[config.mk]
export PLATFORM = sky130hd
export DESIGN_NAME = spi_master_byte_shifter_top
export DESIGN_NICKNAME = d
export VERILOG_FILES = /design/src/sv/spmbs_pkg.sv /design/src/sv/spmbs_core.sv /design/src/sv/spi_master_byte_shifter_top.sv
export SDC_FILE = /design/constraint.sdc
export NUM_CORES = 1
export LEC_CHECK = 0
export BUFFER_PORTS_ARGS = -buffer_cell sky130_fd_sc_hd__buf_2
export CORE_MARGIN = 3
export CORE_UTILIZATION = 62
export DETAILED_ROUTE_END_ITERATION = 16
export PLACE_DENSITY = 0.9
export SKIP_CTS_REPAIR_TIMING = 1
export SLEW_MARGIN = 20
export SYNTH_ARGS = -nofsm -noshare
export SYNTH_HDL_FRONTEND = slang
export SYNTH_SLANG_ARGS = --single-unit
[constraint.sdc]
create_clock -name clk -period 6.2 [get_ports clk]
set_input_delay 0.62 -clock clk [delete_from_list [all_inputs] [get_ports clk]]
set_output_delay 0.62 -clock clk [all_outputs]
set_load 0.02 [all_outputs]
[src/sv/spmbs_pkg.sv]
// ----------------------------------------------------------------------------
// spmbs_pkg
// Shared types and constants for the SPI master byte shifter.
// ----------------------------------------------------------------------------
package spmbs_pkg;

  localparam int unsigned BitsPerWord = 8;
  localparam int unsigned DivWidth    = 16;
  localparam int unsigned HalfWidth   = $clog2(2 * BitsPerWord);
  localparam int unsigned PosWidth    = $clog2(BitsPerWord);
  localparam int unsigned CfgIdxWidth = 2;
  localparam int unsigned CfgWidth    = DivWidth;
  localparam int unsigned InDataWidth  = 16;
  localparam int unsigned OutDataWidth = 16;

  // configuration register indexes
  typedef enum logic [CfgIdxWidth-1:0] {
    REG_CLOCK_MODE  = 2'd0,
    REG_LSB_FIRST   = 2'd1,
    REG_HALF_PERIOD = 2'd2,
    REG_UNUSED      = 2'd3
  } cfg_reg_t;

  // input op codes
  typedef enum logic {
    OP_TICK  = 1'b0,
    OP_START = 1'b1
  } op_t;

  typedef struct packed {
    logic [BitsPerWord-1:0] rx_byte;
    logic                   done_res;
    logic                   busy_res;
    logic                   mosi;
    logic                   sck;
  } res_t;

endpackage

[src/sv/spmbs_core.sv]
// ----------------------------------------------------------------------------
// spmbs_core
// Bit timing, shift registers and configuration for one SPI byte transfer.
// ----------------------------------------------------------------------------
module spmbs_core (
  input  logic                                   clk,
  input  logic                                   rst_n,
  input  logic                                   step,
  input  spmbs_pkg::op_t                         op,
  input  logic [spmbs_pkg::BitsPerWord-1:0]      tx_byte,
  input  logic                                   miso,
  input  logic                                   cfg_we,
  input  logic [spmbs_pkg::CfgIdxWidth-1:0]      cfg_index,
  input  logic [spmbs_pkg::CfgWidth-1:0]         cfg_wdata,
  output spmbs_pkg::res_t                        res
);

  logic [1:0]                          mode_r;
  logic                                lsb_r;
  logic [spmbs_pkg::DivWidth-1:0]      hp_r;

  logic                                active_r, active_nxt;
  logic [spmbs_pkg::DivWidth-1:0]      tick_r, tick_nxt;
  logic [spmbs_pkg::HalfWidth-1:0]     half_r, half_nxt;
  logic [spmbs_pkg::BitsPerWord-1:0]   send_r, send_nxt;
  logic [spmbs_pkg::BitsPerWord-1:0]   recv_r, recv_nxt;
  logic                                clk_lvl_r, clk_lvl_nxt;
  logic                                data_r, data_nxt;

  logic                                cpha, idle_lvl;
  logic [spmbs_pkg::DivWidth-1:0]      hp_eff, tick_inc;
  logic [spmbs_pkg::HalfWidth-1:0]     half_inc;
  logic [spmbs_pkg::PosWidth-1:0]      pos_cur, pos_inc, pos_first;
  logic                                done;
  logic [spmbs_pkg::BitsPerWord-1:0]   rx;
  logic [spmbs_pkg::BitsPerWord-1:0]   recv_bit;

  assign cpha     = mode_r[0];
  assign idle_lvl = mode_r[1];
  assign hp_eff   = (hp_r == '0) ? spmbs_pkg::DivWidth'(1) : hp_r;
  assign tick_inc = tick_r + spmbs_pkg::DivWidth'(1);
  assign half_inc = half_r + spmbs_pkg::HalfWidth'(1);
  // bit k of the word: k itself for LSB first, BitsPerWord-1-k otherwise
  assign pos_cur  = lsb_r ? half_r[spmbs_pkg::HalfWidth-1:1]
                          : ~half_r[spmbs_pkg::HalfWidth-1:1];
  assign pos_inc  = lsb_r ? half_inc[spmbs_pkg::HalfWidth-1:1]
                          : ~half_inc[spmbs_pkg::HalfWidth-1:1];
  assign pos_first = lsb_r ? '0 : '1;
  assign recv_bit = spmbs_pkg::BitsPerWord'(miso) << pos_cur;

  always_comb begin
    active_nxt  = active_r;
    tick_nxt    = tick_r;
    half_nxt    = half_r;
    send_nxt    = send_r;
    recv_nxt    = recv_r;
    clk_lvl_nxt = clk_lvl_r;
    data_nxt    = data_r;
    done        = 1'b0;
    rx          = '0;
    if (step) begin
      if (op == spmbs_pkg::OP_START) begin
        if (!active_r) begin
          send_nxt   = tx_byte;
          recv_nxt   = '0;
          half_nxt   = '0;
          tick_nxt   = '0;
          active_nxt = 1'b1;
          data_nxt   = tx_byte[pos_first];
          if (cpha) begin
            clk_lvl_nxt = ~idle_lvl;
          end
        end
      end else if (active_r) begin
        tick_nxt = tick_inc;
        if (tick_inc >= hp_eff) begin
          tick_nxt = '0;
          if (!half_r[0]) begin
            clk_lvl_nxt = cpha ? idle_lvl : ~idle_lvl;
            recv_nxt    = recv_r | recv_bit;
          end else if (!cpha) begin
            clk_lvl_nxt = idle_lvl;
          end
          if (half_r == '1) begin
            active_nxt = 1'b0;
            half_nxt   = '0;
            done       = 1'b1;
            rx         = recv_r;
          end else begin
            half_nxt = half_inc;
            // next bit opens on an even half
            if (!half_inc[0]) begin
              data_nxt = send_r[pos_inc];
              if (cpha) begin
                clk_lvl_nxt = ~idle_lvl;
              end
            end
          end
        end
      end
    end
    // idle clock follows a mode write
    if (cfg_we && cfg_index == spmbs_pkg::REG_CLOCK_MODE && !active_r) begin
      clk_lvl_nxt = cfg_wdata[1];
    end
  end

  always_ff @(posedge clk) begin
    if (!rst_n) begin
      mode_r    <= '0;
      lsb_r     <= 1'b0;
      hp_r      <= spmbs_pkg::DivWidth'(1);
      active_r  <= 1'b0;
      tick_r    <= '0;
      half_r    <= '0;
      send_r    <= '0;
      recv_r    <= '0;
      clk_lvl_r <= 1'b0;
      data_r    <= 1'b0;
    end else begin
      active_r  <= active_nxt;
      tick_r    <= tick_nxt;
      half_r    <= half_nxt;
      send_r    <= send_nxt;
      recv_r    <= recv_nxt;
      clk_lvl_r <= clk_lvl_nxt;
      data_r    <= data_nxt;
      if (cfg_we) begin
        case (cfg_index)
          spmbs_pkg::REG_CLOCK_MODE:  mode_r <= cfg_wdata[1:0];
          spmbs_pkg::REG_LSB_FIRST:   lsb_r  <= cfg_wdata[0];
          spmbs_pkg::REG_HALF_PERIOD: hp_r   <= cfg_wdata;
          default: ;
        endcase
      end
    end
  end

  assign res.sck      = clk_lvl_nxt;
  assign res.mosi     = data_nxt;
  assign res.busy_res = active_nxt;
  assign res.done_res = done;
  assign res.rx_byte  = rx;

`ifndef ASSERT_OFF
  a_idle_half_zero: assert property (@(posedge clk) disable iff (!rst_n)
    !active_r |-> half_r == '0)
    else $error("half index nonzero while idle");

  a_idle_tick_zero: assert property (@(posedge clk) disable iff (!rst_n)
    !active_r |-> tick_r == '0)
    else $error("tick count nonzero while idle");

  a_done_ends: assert property (@(posedge clk) disable iff (!rst_n)
    step && done |=> !active_r)
    else $error("transfer still active after done");

  a_tick_idle_quiet: assert property (@(posedge clk) disable iff (!rst_n)
    step && !active_r && op == spmbs_pkg::OP_TICK |=> $stable(send_r) && $stable(data_r))
    else $error("idle tick changed state");
`endif

endmodule

[src/sv/spi_master_byte_shifter_top.sv]
// ----------------------------------------------------------------------------
// spi_master_byte_shifter_top
// SPI master byte shifter, clock modes 0 to 3, MSB or LSB first.
// Each accepted word's result is registered in main, or in skid while main stalls; out_tvalid shows main.
// Throughput: one word per cycle while in_tready is high; state is updated in the accepting cycle.
// A two-entry output register (main plus skid) keeps in_tready high while only main holds a waiting result.
// Reset: synchronous, active low; clears state, output queue, clock mode and bit order; half period resets to 1.
// ----------------------------------------------------------------------------
module spi_master_byte_shifter_top (
  input  logic                                   clk,
  input  logic                                   rst_n,
  input  logic                                   in_tvalid,
  output logic                                   in_tready,
  input  logic [spmbs_pkg::InDataWidth-1:0]      in_tdata,   // tx_byte[7:0], miso[8]
  input  logic                                   in_tuser,   // op
  output logic                                   out_tvalid,
  input  logic                                   out_tready,
  output logic [spmbs_pkg::OutDataWidth-1:0]     out_tdata,  // sck, mosi, busy_res,
                                                             // done_res, rx_byte[11:4]
  input  logic                                   cfg_we,
  input  logic [spmbs_pkg::CfgIdxWidth-1:0]      cfg_index,
  input  logic [spmbs_pkg::CfgWidth-1:0]         cfg_wdata
);

  logic            in_fire;
  spmbs_pkg::res_t res;
  spmbs_pkg::res_t main_r, skid_r;
  logic            main_vld_r, skid_vld_r;

  assign in_tready = !skid_vld_r;
  assign in_fire   = in_tvalid && in_tready;

  spmbs_core u_core (
    .clk       (clk),
    .rst_n     (rst_n),
    .step      (in_fire),
    .op        (spmbs_pkg::op_t'(in_tuser)),
    .tx_byte   (in_tdata[spmbs_pkg::BitsPerWord-1:0]),
    .miso      (in_tdata[spmbs_pkg::BitsPerWord]),
    .cfg_we    (cfg_we),
    .cfg_index (cfg_index),
    .cfg_wdata (cfg_wdata),
    .res       (res)
  );

  always_ff @(posedge clk) begin
    if (!rst_n) begin
      main_vld_r <= 1'b0;
      skid_vld_r <= 1'b0;
    end else if (out_tready || !main_vld_r) begin
      if (skid_vld_r) begin
        main_r     <= skid_r;
        main_vld_r <= 1'b1;
        skid_vld_r <= 1'b0;
      end else begin
        main_r     <= res;
        main_vld_r <= in_fire;
      end
    end else if (in_fire) begin
      skid_r     <= res;
      skid_vld_r <= 1'b1;
    end
  end

  assign out_tvalid = main_vld_r;
  assign out_tdata  = spmbs_pkg::OutDataWidth'(main_r);

`ifndef ASSERT_OFF
  a_skid_behind_main: assert property (@(posedge clk) disable iff (!rst_n)
    skid_vld_r |-> main_vld_r)
    else $error("skid holds a word while main is empty");

  a_no_drop: assert property (@(posedge clk) disable iff (!rst_n)
    in_fire |=> main_vld_r)
    else $error("accepted word not queued");
`endif

endmodule
; Word-level counts from Yosys, hierarchy flattened
; Index checks and enable logic that the tools add are counted.
[word_totals]
inputBits = 40
elab_cells = 120
reg_bits = 84
[op_classes]
mux = 59
bitwise_logic = 7
addsub = 2
order_cmp = 3
n_reduce_logical = 21
n_shift = 1
eq_ne = 5
[ops]
columns = op, count
row1 = 2-to-1 mux 16 bit, 5
row2 = 2-to-1 mux 8 bit, 10
row3 = 2-to-1 mux 1 bit, 33
row4 = 2-to-1 mux 4 bit, 5
row5 = adder 16 x 1 -> 16 bit (second input constant), 1
row6 = >= comparator 16 bit, 1
row7 = logical NOT 16 bit, 1
row8 = 2-to-1 mux 12 bit, 1
row9 = 2-to-1 mux 3 bit, 3
row10 = AND reduction 3 bit, 3
row11 = less-than comparator 3 x 4 -> 1 bit (second input constant), 2
row12 = bitwise OR 8 bit, 1
row13 = AND reduction 2 bit, 4
row14 = left shift 1 x 3 -> 8 bit, 1
row15 = binary-select mux 1 bit (select 3 bit), 2
row16 = inverter 3 bit, 2
row17 = AND reduction 5 bit, 1
row18 = adder 4 x 1 -> 4 bit (second input constant), 1
row19 = equality test 4 bit (second input constant), 1
row20 = inequality test 2 bit (second input constant), 2
row21 = inverter 1 bit, 4
row22 = AND reduction 4 bit, 1
row23 = nonzero test 2 bit, 2
row24 = logical AND 1 bit, 3
row25 = 6 further kinds, 8

; Depth between registers and ports, before layout
; Gate-level depths: netlist of run 1.
[logic_depth]
depth_word = 12
mapped_depth = 15

; Modules after synthesis
; Synthesis of run 1 repeated with hierarchy kept, for this count alone.
[hier_totals]
hier_cells = 494
area_unflattened_um2 = 4565.6
[by_module_without_submodules]
columns = mod, area_per_inst_um2, seq_area_each_um2, n_inst, cells_each
row1 = spmbs_core, 3527.1, 1161.1, 1, 440
row2 = spi_master_byte_shifter_top, 1038.5, 760.7, 1, 54

; Worst setup path after synthesis of run 1
; OpenSTA, ideal clock, no wires.
[synth_timing]
kind = register to register
from = reg u_core.tick_r[0] (netlist bit)
to = reg skid_r[10] (netlist bit) (data pin)
path_buffers = 2
t_arrival_ns = 3.350
path_slack_ns = 2.719
setup_ns = 0.131
path_stages_with_launch = 16
path_cell_list = dfxtp_1 > ha_1 > nand3_1 > or2_2 > nor2b_1 > nand2_1 > xnor2_1 > ha_1 > nand4_2 > nor3_2 > o2111ai_2 > and3_1 > buf_6 > nor4_4 > buf_6 > and2_1
[synth_lines]
columns = element, line
row1 = from (decl), spmbs_core.sv:23  ; logic [spmbs_pkg::DivWidth-1:0] tick_r, tick_nxt;
row2 = from (signal assigned), spmbs_core.sv:122  ; tick_r <= tick_nxt;
row3 = to (signal assigned), spi_master_byte_shifter_top.sv:60  ; skid_r <= res;
row4 = to (decl), spi_master_byte_shifter_top.sv:27  ; spmbs_pkg::res_t main_r, skid_r;

; Worst setup path after layout of run 1
[layout_timing]
from = reg u_core.tick_r[0] (netlist bit)
to = reg u_core.tick_r[13] (netlist bit)
[layout_via]
elab_chain_cells = 5
[layout_rtl]
columns = element, line
row1 = adder 16 x 1 -> 16 bit *, spmbs_core.sv:41  ; assign tick_inc = tick_r + spmbs_pkg::DivWidth'(1);
row2 = >= comparator 16 bit, spmbs_core.sv:76  ; if (tick_inc >= hp_eff) begin
row3 = 2-to-1 mux 16 bit *, spmbs_core.sv:76
row4 = 2-to-1 mux 16 bit *, spmbs_core.sv:74  ; end else if (active_r) begin
row5 = 2-to-1 mux 16 bit *, spmbs_core.sv:62  ; if (op == spmbs_pkg::OP_START) begin
; Every way passes the cells marked *; elsewhere a longest branch is shown, timed or not. The select of a mux whose other input is x is not followed.
; A chain may end at the register's enable or synchronous reset.

==> metrics.yaml, run 1 <==
ys_ff_latch: 84
syn2layout_area_growth_pct: 9.553
vias: 3576
dieHeight_um: 91.25
p_leak_nw: 1.892
wl_per_cell_um: 14.07
worstPathRequired_ps: 6430
crit_cells: 13
h-tree-depth: 3
arrival_ps: 4330
tns_ps: 0
cpMaxStageDelayCell: "nand2b_1"
hold_ws_ps: 474.6
endpoint: "u_core.tick_r[13]"
power.density_nw_per_um2: 226.1
die_w_um: 91.25
dp_hpwl_mm: 6.442
r2r_slack_ps: 2110
drt.antenna.violating_nets: 0
fill_cells: 522
status: "complete, no violations"
drc: 0
ys_async_sr_fraction_pct: 0
yosysUniqueCellTypes: 57
cts_sinks: 84
fin_skew_ps: 10.26
drt_first_pass_iters: 5
setup_viol: 0
diodes: 0
rows: 30
path_cells: "ha_1 -> nand3_1 -> or2_2 -> nor2b_1 -> nand2_1 -> xnor2_1 -> ha_1 -> nand4_2 -> nor3_2 -> o2111ai_2 -> a41oi_2 -> nand2b_1 -> nor2_1"
grt_pass1_vias: 3353
netlist_instances: 497
initial_core_util_pct: 65.24
portBuffers: 46
fin_total_pwr_mw: 1.116
synth_area_leaders: "dfxtp_1 (27%), edfxtp_1 (16%), nand2_1 (7.1%)"
crit-reg2reg-launch: "u_core.tick_r[0]"
fin_crit_sh_pct: 66.05
critPathTopFamily: "simple AND/OR/NAND/NOR gates"
critPathLaunch: "u_core.tick_r[0]"
yosys_warnings: 0
fp.coreArea_um2: 6907
antenna_found_initial: 0
ir_drop_mv: 0.1207
clkLatencyLatePin_ps: 370
overflow: 0
finalWeightedCongestion: 0.8300
reg2reg_depth: 13
die_area_um2: 8326
synth_largest_area_cell: "dfxtp_1"
relSlewSlack_pct: 38.29
worstHoldPathType: "flop to flop"
worstSetupPathType: "flop to flop"
synth_top_area_share_pct: 26.66
fin_nets: 590
root_buffer: "clkbuf_8"
netlist_area_um2: 4506
grt_usage_pct: 22.26
io-pin-count: 58
drv_cap: 0
min_period_ps: 4095
busiest_layer: "met2"
slew_violations: 0
clock_path_buffers: 2
syn_area_per_cell_um2: 9.066
gr-usage-met3_pct: 3.645
numCtsBuffers: 9
drive_gt1_share_pct: 13.99
dr.first_iter.drc_count: 218
cts_tree: "done"
critical_path.max_stage_delay_ps: 570
crit_buf_inv: 0
cp-start-kind: "flop"
ys_seq_area_share_pct: 42.65
worst_pin_slew_ps: 922.3
grt_use_met1_pct: 30.92
multi_input_area_um2: 2369
fmax_mhz: 244.2
synth-edff-count: 24
vias_per_cell: 5.658
finalHoldViolations: 0
critPathMaxFanout: 16
rsz0062_at_grt: "false"
grt_max_degree: 46
grt_pass1_wl_mm: 15.26
register_area_um2: 1922
path_clk_slew_ps: 100
use_met2_pct: 34.83
end_kind: "flop"
crit_top_cell: "ha_1"
routed_wirelength_mm: 8.895
r2r-end: "u_core.tick_r[13]"
synthFlopType: "dfxtp_1"
==> where the power goes <==
part	internal (mW)	switching, mW	leakage, nW
registers	0.580	0.0133	0.728
logic	0.0485	0.0786	1.06
clock network	0.162	0.234	0.104
==> registers in the layout, indices dropped and copies added (netlist names) <==
name              cells
u_core.mode_r         2
u_core.data_r         1
u_core.half_r         4
u_core.lsb_r          1
u_core.tick_r        16
skid_vld_r            1
u_core.active_r       1
u_core.hp_r          16
skid_r               12
out_tvalid            1
u_core.clk_lvl_r      1
u_core.recv_r         8
out_tdata            12
u_core.send_r         8
==> placed cells by master (no fill, tap or decap), types with 6 or more instances in the layout <==
cell and instances:
nand2_1 85, a22o_1 9, mux2i_1 12, nand3_1 23
a21boi_0 24, and3_1 6, and2_1 11, nand2b_1 10
a31oi_1 9, xnor2_1 20, nor2b_1 7, edfxtp_1 24
o21ai_0 13, inv_1 24, clkbuf_8 9, xor2_1 11
buf_2 46, nor2_1 43, a21oi_1 10, ha_1 19
dfxtp_1 60
==> routing by layer <==
layer	vias to the layer above	part of all wire [%]
li1	1783	-
met1	1634	46
met2	147	45
met3	12	7.0
met4	0	1.3
met5	-	0
==> cell type report <==
class                           instances  share of cell area, %
Sequential cell                        84                  38.94
Clock buffer                            9                  2.510
Clock inverter                          7                  1.496
Tap cell                               96                  2.433
Inverter                               24                  1.825
Multi-Input combinational cell        365                  47.98
Timing Repair Buffer                   47                  4.816
==> metrics by stage <==
| stage | setup WS (ps) | util (%) | cell area, um^2 | std cells |
|---|---|---|---|---|
| 6_report | 2105 | 71.47 | 4936 | 632 |
| 5_1_grt | 1743 | 71.47 | 4936 | 632 |
| 4_1_cts | 2135 | 71.47 | 4936 | 632 |
| 3_5_place_dp | 2169 | 68.61 | 4738 | 616 |
| 3_3_place_gp | 2282 | 68.61 | 4738 | 616 |
| 2_1_floorplan | 2719 | - | 4517 | 500 |
==> cells in the mapped netlist (10+ instances only) <==
library cell   n
nand2b_1      10
nand3_1       23
mux2i_1       12
nor2_1        43
o21ai_0       13
dfxtp_1       60
and2_1        11
inv_1         24
a21boi_0      24
nand2_1       85
xnor2_1       20
edfxtp_1      24
xor2_1        11
a21oi_1       10
clkbuf_1      17
ha_1          19
==> worst register-to-register path, stage by stage (launching register included) <==
cell and delay (ps):
dfxtp_1 440, ha_1 250, nand3_1 140, or2_2 370, nor2b_1 330, nand2_1 120, xnor2_1 150, ha_1 300
nand4_2 140, nor3_2 270, o2111ai_2 200, a41oi_2 550, nand2b_1 570, nor2_1 130
==> kinds of logic after synthesis <==
family,share of synthesized area (%)
XOR/XNOR,6.387
buffers and inverters,5.026
AND/OR/NAND/NOR,22.30
other,0.08323
multiplexers,4.666
adder cells (fa/ha/maj),5.276
flip-flops,42.65
AO/OA/AOI/OAI,13.61
==> worst min-delay path by stage <==
| stage | start | to | slack (ps) | depth (start not counted) |
|---|---|---|---|---|
| 6_report | u_core.recv_r[5] | u_core.recv_r[5] | 470 | 2 |
| 2_1_floorplan | u_core.recv_r[4] | u_core.recv_r[4] | 440 | 2 |
| 3_5_place_dp | u_core.recv_r[5] | u_core.recv_r[5] | 460 | 2 |
| 3_3_place_gp | u_core.recv_r[5] | u_core.recv_r[5] | 470 | 2 |
| 5_1_grt | u_core.recv_r[6] | u_core.recv_r[6] | 500 | 2 |
| 4_1_cts | u_core.recv_r[5] | u_core.recv_r[5] | 480 | 2 |
Note: power is estimated with default switching activity, not from simulation.
==> run 2: changes to the inputs <==
--- a/config.mk
+++ b/config.mk
@@ -7,9 +7,9 @@
 export LEC_CHECK = 0
 export BUFFER_PORTS_ARGS = -buffer_cell sky130_fd_sc_hd__buf_2
 export CORE_MARGIN = 3
-export CORE_UTILIZATION = 62
+export CORE_UTILIZATION = 58
 export DETAILED_ROUTE_END_ITERATION = 16
-export PLACE_DENSITY = 0.9
+export PLACE_DENSITY = 0.85
 export SKIP_CTS_REPAIR_TIMING = 1
 export SLEW_MARGIN = 20
 export SYNTH_ARGS = -nofsm -noshare
==> constraint.sdc (replaced) <==
create_clock -name clk -period 4.2 [get_ports clk]
set_input_delay 0.42 -clock clk [delete_from_list [all_inputs] [get_ports clk]]
set_output_delay 0.42 -clock clk [all_outputs]
set_load 0.02 [all_outputs]
==> run 2 against run 1 <==
Utilization fell by 4.4 points; critical path depth did not move; worst setup slack got worse by 1700 ps; largest cell class unchanged; power rose by 48%; critical endpoint is now out_tdata[1]; cell area rose by 0.68%; clock power rose by 47%; first-iteration DRC count rose by 30%.
==> metrics.yaml, run 2 (synthesis results as in run 1) <==
rows: 31
vias: 3551
numCtsBuffers: 9
fin_nets: 593
worstPathRequired_ps: 4330
finalHoldViolations: 0
critical_path.max_stage_delay_ps: 460
fin_skew_ps: 17.28
drv_cap: 0
cts_tree: "done"
fp.coreArea_um2: 7408
min_period_ps: 3815
portBuffers: 46
crit_top_cell: "ha_1"
diodes: 0
grt_usage_pct: 21.04
path_cells: "ha_1 -> nand3_1 -> or2_2 -> nor2b_2 -> nand2_1 -> xnor2_1 -> ha_1 -> nand4_2 -> nor3_1 -> nor4_2 -> a31oi_1 -> nor4b_1 -> o41ai_1"
worst_pin_slew_ps: 912.8
relSlewSlack_pct: 38.92
setup_viol: 0
dp_hpwl_mm: 6.306
clock_path_buffers: 2
ir_drop_mv: 0.3480
rsz0062_at_grt: "false"
critPathMaxFanout: 6
dr.first_iter.drc_count: 283
finalWeightedCongestion: 0.8558
drt_first_pass_iters: 4
critPathTopFamily: "simple AND/OR/NAND/NOR gates"
path_clk_slew_ps: 100
wl_per_cell_um: 13.65
min_path_cells: 3
tns_ps: 0
drive_gt1_share_pct: 14.66
cpMaxStageDelayCell: "nor4_2"
antenna_found_initial: 0
syn2layout_area_growth_pct: 10.30
arrival_ps: 3950
drc: 0
root_buffer: "clkbuf_8"
die_w_um: 94.14
grt_max_degree: 46
layout_commonest_cell: "nand2_1"
die_area_um2: 8861
crit_buf_inv: 0
power.density_nw_per_um2: 331.8
cp-start-kind: "flop"
p_leak_nw: 1.888
end_kind: "flop"
worstHoldPathType: "input port to flop"
clkLatencyLatePin_ps: 380
dieHeight_um: 94.14
fin_crit_sh_pct: 90.82
io-pin-count: 58
h-tree-depth: 3
vias_per_cell: 5.566
fin_total_pwr_mw: 1.649
grt_pass1_vias: 3196
grt_pass1_wl_mm: 14.92
overflow: 0
worstSetupPathType: "flop to flop"
routed_wirelength_mm: 8.710
crit_cells: 13
largest_registers: "u_core.hp_r x16, u_core.tick_r x16"
reg2reg_depth: 13
cts_sinks: 84
slew_violations: 0
layout_common_cells: "nand2_1 (85), dfxtp_1 (60), buf_2 (46)"
initial_core_util_pct: 60.82
drt.antenna.violating_nets: 0
fmax_mhz: 262.2
status: "complete, no violations"
==> run 2: power by group <==
group / total, mW / switching (mW) / internal, mW
clock: 0.581 / 0.345 / 0.236
combinational: 0.191 / 0.116 / 0.0746
sequential: 0.877 / 0.0196 / 0.858
==> run 2: stage by stage <==
step / hold slack, ps / instances / instance area [um^2] / worst slack, ps / utilization (%)
finish: 289.6 / 638 / 4970 / 385.5 / 67.08
detailed placement: 472.1 / 622 / 4765 / 358.6 / 64.31
global placement: 463.3 / 622 / 4765 / 427.6 / 64.31
global route: 291.1 / 638 / 4970 / 121.4 / 67.08
floorplan: 439.5 / 500 / 4517 / 719.0 / -
CTS: 276.0 / 638 / 4967 / 317.3 / 67.05
==> run 2: worst paths after layout <==
check        slack (ps)        startpoint               end
max                 390  u_core.tick_r[0]      out_tdata[1]
min                 290     cfg_wdata[14]   u_core.hp_r[14]
max reg2reg         390  u_core.tick_r[0]      out_tdata[1]
min reg2reg         490  u_core.recv_r[4]  u_core.recv_r[4]
==> run 2: cell type report <==
type,count,area (um^2)
Clock buffer,9,123.9
Clock inverter,7,78.83
Tap cell,99,123.9
Timing Repair Buffer,50,260.3
Sequential cell,84,1922
Inverter,24,90.09
Multi-Input combinational cell,365,2371
Fill cell,577,2439
==> run 2: metal layers <==
metal / vias to the layer above / track usage, % / share of wire [%] / routed length [um]
met5: - / 0 / 0 / 0
met4: 0 / 9.747 / 2.2 / 192
met3: 17 / 3.365 / 6.2 / 536
met2: 114 / 30.28 / 43 / 3716
met1: 1624 / 30.78 / 49 / 4264
li1: 1796 / - / - / -
==> run 2: tightest hold or removal path, stage by stage <==
cell,delay [ps]
buf_2,90
nand2_1,40
a21boi_0,60
==> run 3: changes to the inputs <==
--- a/config.mk
+++ b/config.mk
@@ -9,7 +9,7 @@
 export CORE_MARGIN = 3
 export CORE_UTILIZATION = 58
 export DETAILED_ROUTE_END_ITERATION = 16
-export PLACE_DENSITY = 0.85
+export PLACE_DENSITY = 0.83
 export SKIP_CTS_REPAIR_TIMING = 1
 export SLEW_MARGIN = 20
 export SYNTH_ARGS = -nofsm -noshare
==> run 3 against run 2 <==
Via count grew 0.84%; first-iteration DRC count grew 3.5%; critical path depth grew 1; global-route usage grew 0.71 points; routed wire length grew 1.4%; clock power shrank 1%; worst setup slack lost 130 ps; cell area is essentially flat; register-to-register slack lost 130 ps; final cell count is the same; highest routed layer unchanged.
==> metrics.yaml, run 3 (synthesis results as in run 1) <==
layout_common_cells: "nand2_1 (85), dfxtp_1 (60), buf_2 (46)"
cts_tree: "done"
die_area_um2: 8861
worst_pin_slew_ps: 880.3
hold_ws_ps: 294.0
power.density_nw_per_um2: 330.6
setup_viol: 0
dieHeight_um: 94.14
critical_path.max_stage_delay_ps: 460
relSlewSlack_pct: 41.09
dr_wl_met2_mm: 3.955
grt_pass1_wl_mm: 15.53
fin_nets: 593
path_clk_slew_ps: 100
vias_per_cell: 5.613
fin_total_pwr_mw: 1.644
cts_sinks: 84
root_buffer: "clkbuf_8"
rows: 31
tns_ps: 0
r2r_slack_ps: 260
register_area_um2: 1922
dp_hpwl_mm: 6.402
antenna_found_initial: 0
fill_cells: 556
status: "complete, no violations"
grt_max_degree: 46
path_cells: "ha_1 -> nand3_1 -> or2_2 -> nor2b_1 -> nand2_1 -> xnor2_1 -> ha_1 -> nand4_2 -> nor3_1 -> nor4_2 -> and3_1 -> nor4_4 -> buf_4 -> a22o_1"
drt_first_pass_iters: 6
worstHoldPathType: "input port to flop"
crit_buf_inv: 1
p_leak_nw: 1.888
top_layer: "met4"
cp-start-kind: "flop"
dr.first_iter.drc_count: 293
clock_path_buffers: 2
finalWeightedCongestion: 0.8473
rsz0062_at_grt: "false"
crit_top_cell: "ha_1"
placed_area_um2: 4765
fmax_mhz: 253.8
routed_wirelength_mm: 8.828
largest_registers: "u_core.hp_r x16, u_core.tick_r x16"
portBuffers: 46
arrival_ps: 4070
met3WireLength_um: 635
fp.coreArea_um2: 7408
cpMaxStageDelayCell: "dfxtp_1"
worstSetupPathType: "flop to flop"
grt_pass1_vias: 3418
drc: 0
h-tree-depth: 3
multi_input_area_um2: 2375
wl_per_cell_um: 13.84
numCtsBuffers: 9
critPathTopFamily: "simple AND/OR/NAND/NOR gates"
io-pin-count: 58
layout_commonest_cell: "nand2_1"
critPathMaxFanout: 18
overflow: 0
drv_cap: 0
diodes: 0
grt_usage_pct: 21.75
fin_crit_sh_pct: 93.80
slew_violations: 0
vias: 3581
finalHoldViolations: 0
die_w_um: 94.14
fin_area_um2: 4974
min_period_ps: 3940
final_cells: 638
ir_drop_mv: 0.2367
drt.antenna.violating_nets: 0
fin_skew_ps: 14.60
drive_gt1_share_pct: 14.66
clkLatencyLatePin_ps: 370
initial_core_util_pct: 60.82
end_kind: "flop"
syn2layout_area_growth_pct: 10.39
place_inst: 622
worstPathRequired_ps: 4330
m1WireLength_mm: 4.112
-- run 3: cell types whose count changed in the layout (fill, tap and decap cells not counted) --
cell / previous run / this run
a31oi_1: 9 / 8
a31oi_2: 0 / 1
clkinv_4: 1 / 2
inv_6: 3 / 2
nor2b_1: 6 / 7
nor2b_2: 1 / 0
-- run 3: final timing paths --
path,start,to,cells past startpoint
setup / recovery,u_core.tick_r[0],out_tdata[9],14
hold / removal,in_tdata[5],u_core.send_r[5],3
setup reg to reg,u_core.tick_r[0],out_tdata[9],14
hold reg to reg,u_core.send_r[5],u_core.send_r[5],2
-- run 3: cell type report --
cell class                      instances  area share [%]
Tap cell                               99           2.491
Inverter                               24           1.811
Sequential cell                        84           38.64
Clock buffer                            9           2.491
Multi-Input combinational cell        365           47.75
Clock inverter                          7           1.585
Timing Repair Buffer                   50           5.233
-- run 3: tightest hold or removal path: cells and delay by family --
kind	cells	cell delay (ps)
AND/OR/NAND/NOR	1	50
AO/OA/AOI/OAI	1	60
buffers and inverters	1	90
-- run 3: power breakdown --
part           switching, mW  internal [mW]  total [mW]
clock                  0.340          0.235       0.575
sequential            0.0201          0.858       0.878
combinational          0.117         0.0753       0.192
-- run 3: metal layers --
layer	track usage (%)	vias up
met1	30.40	1629
li1	-	1790
met5	0	-
met2	33.71	147
met3	5.288	15
met4	5.776	0
-- run 3: metrics by stage --
stage          util [%]  worst slack (ps)
2_1_floorplan         -             719.0
3_3_place_gp      64.31             480.7
3_5_place_dp      64.31             338.7
4_1_cts           67.05             315.1
5_1_grt           67.13             7.252
6_report          67.13             260.5
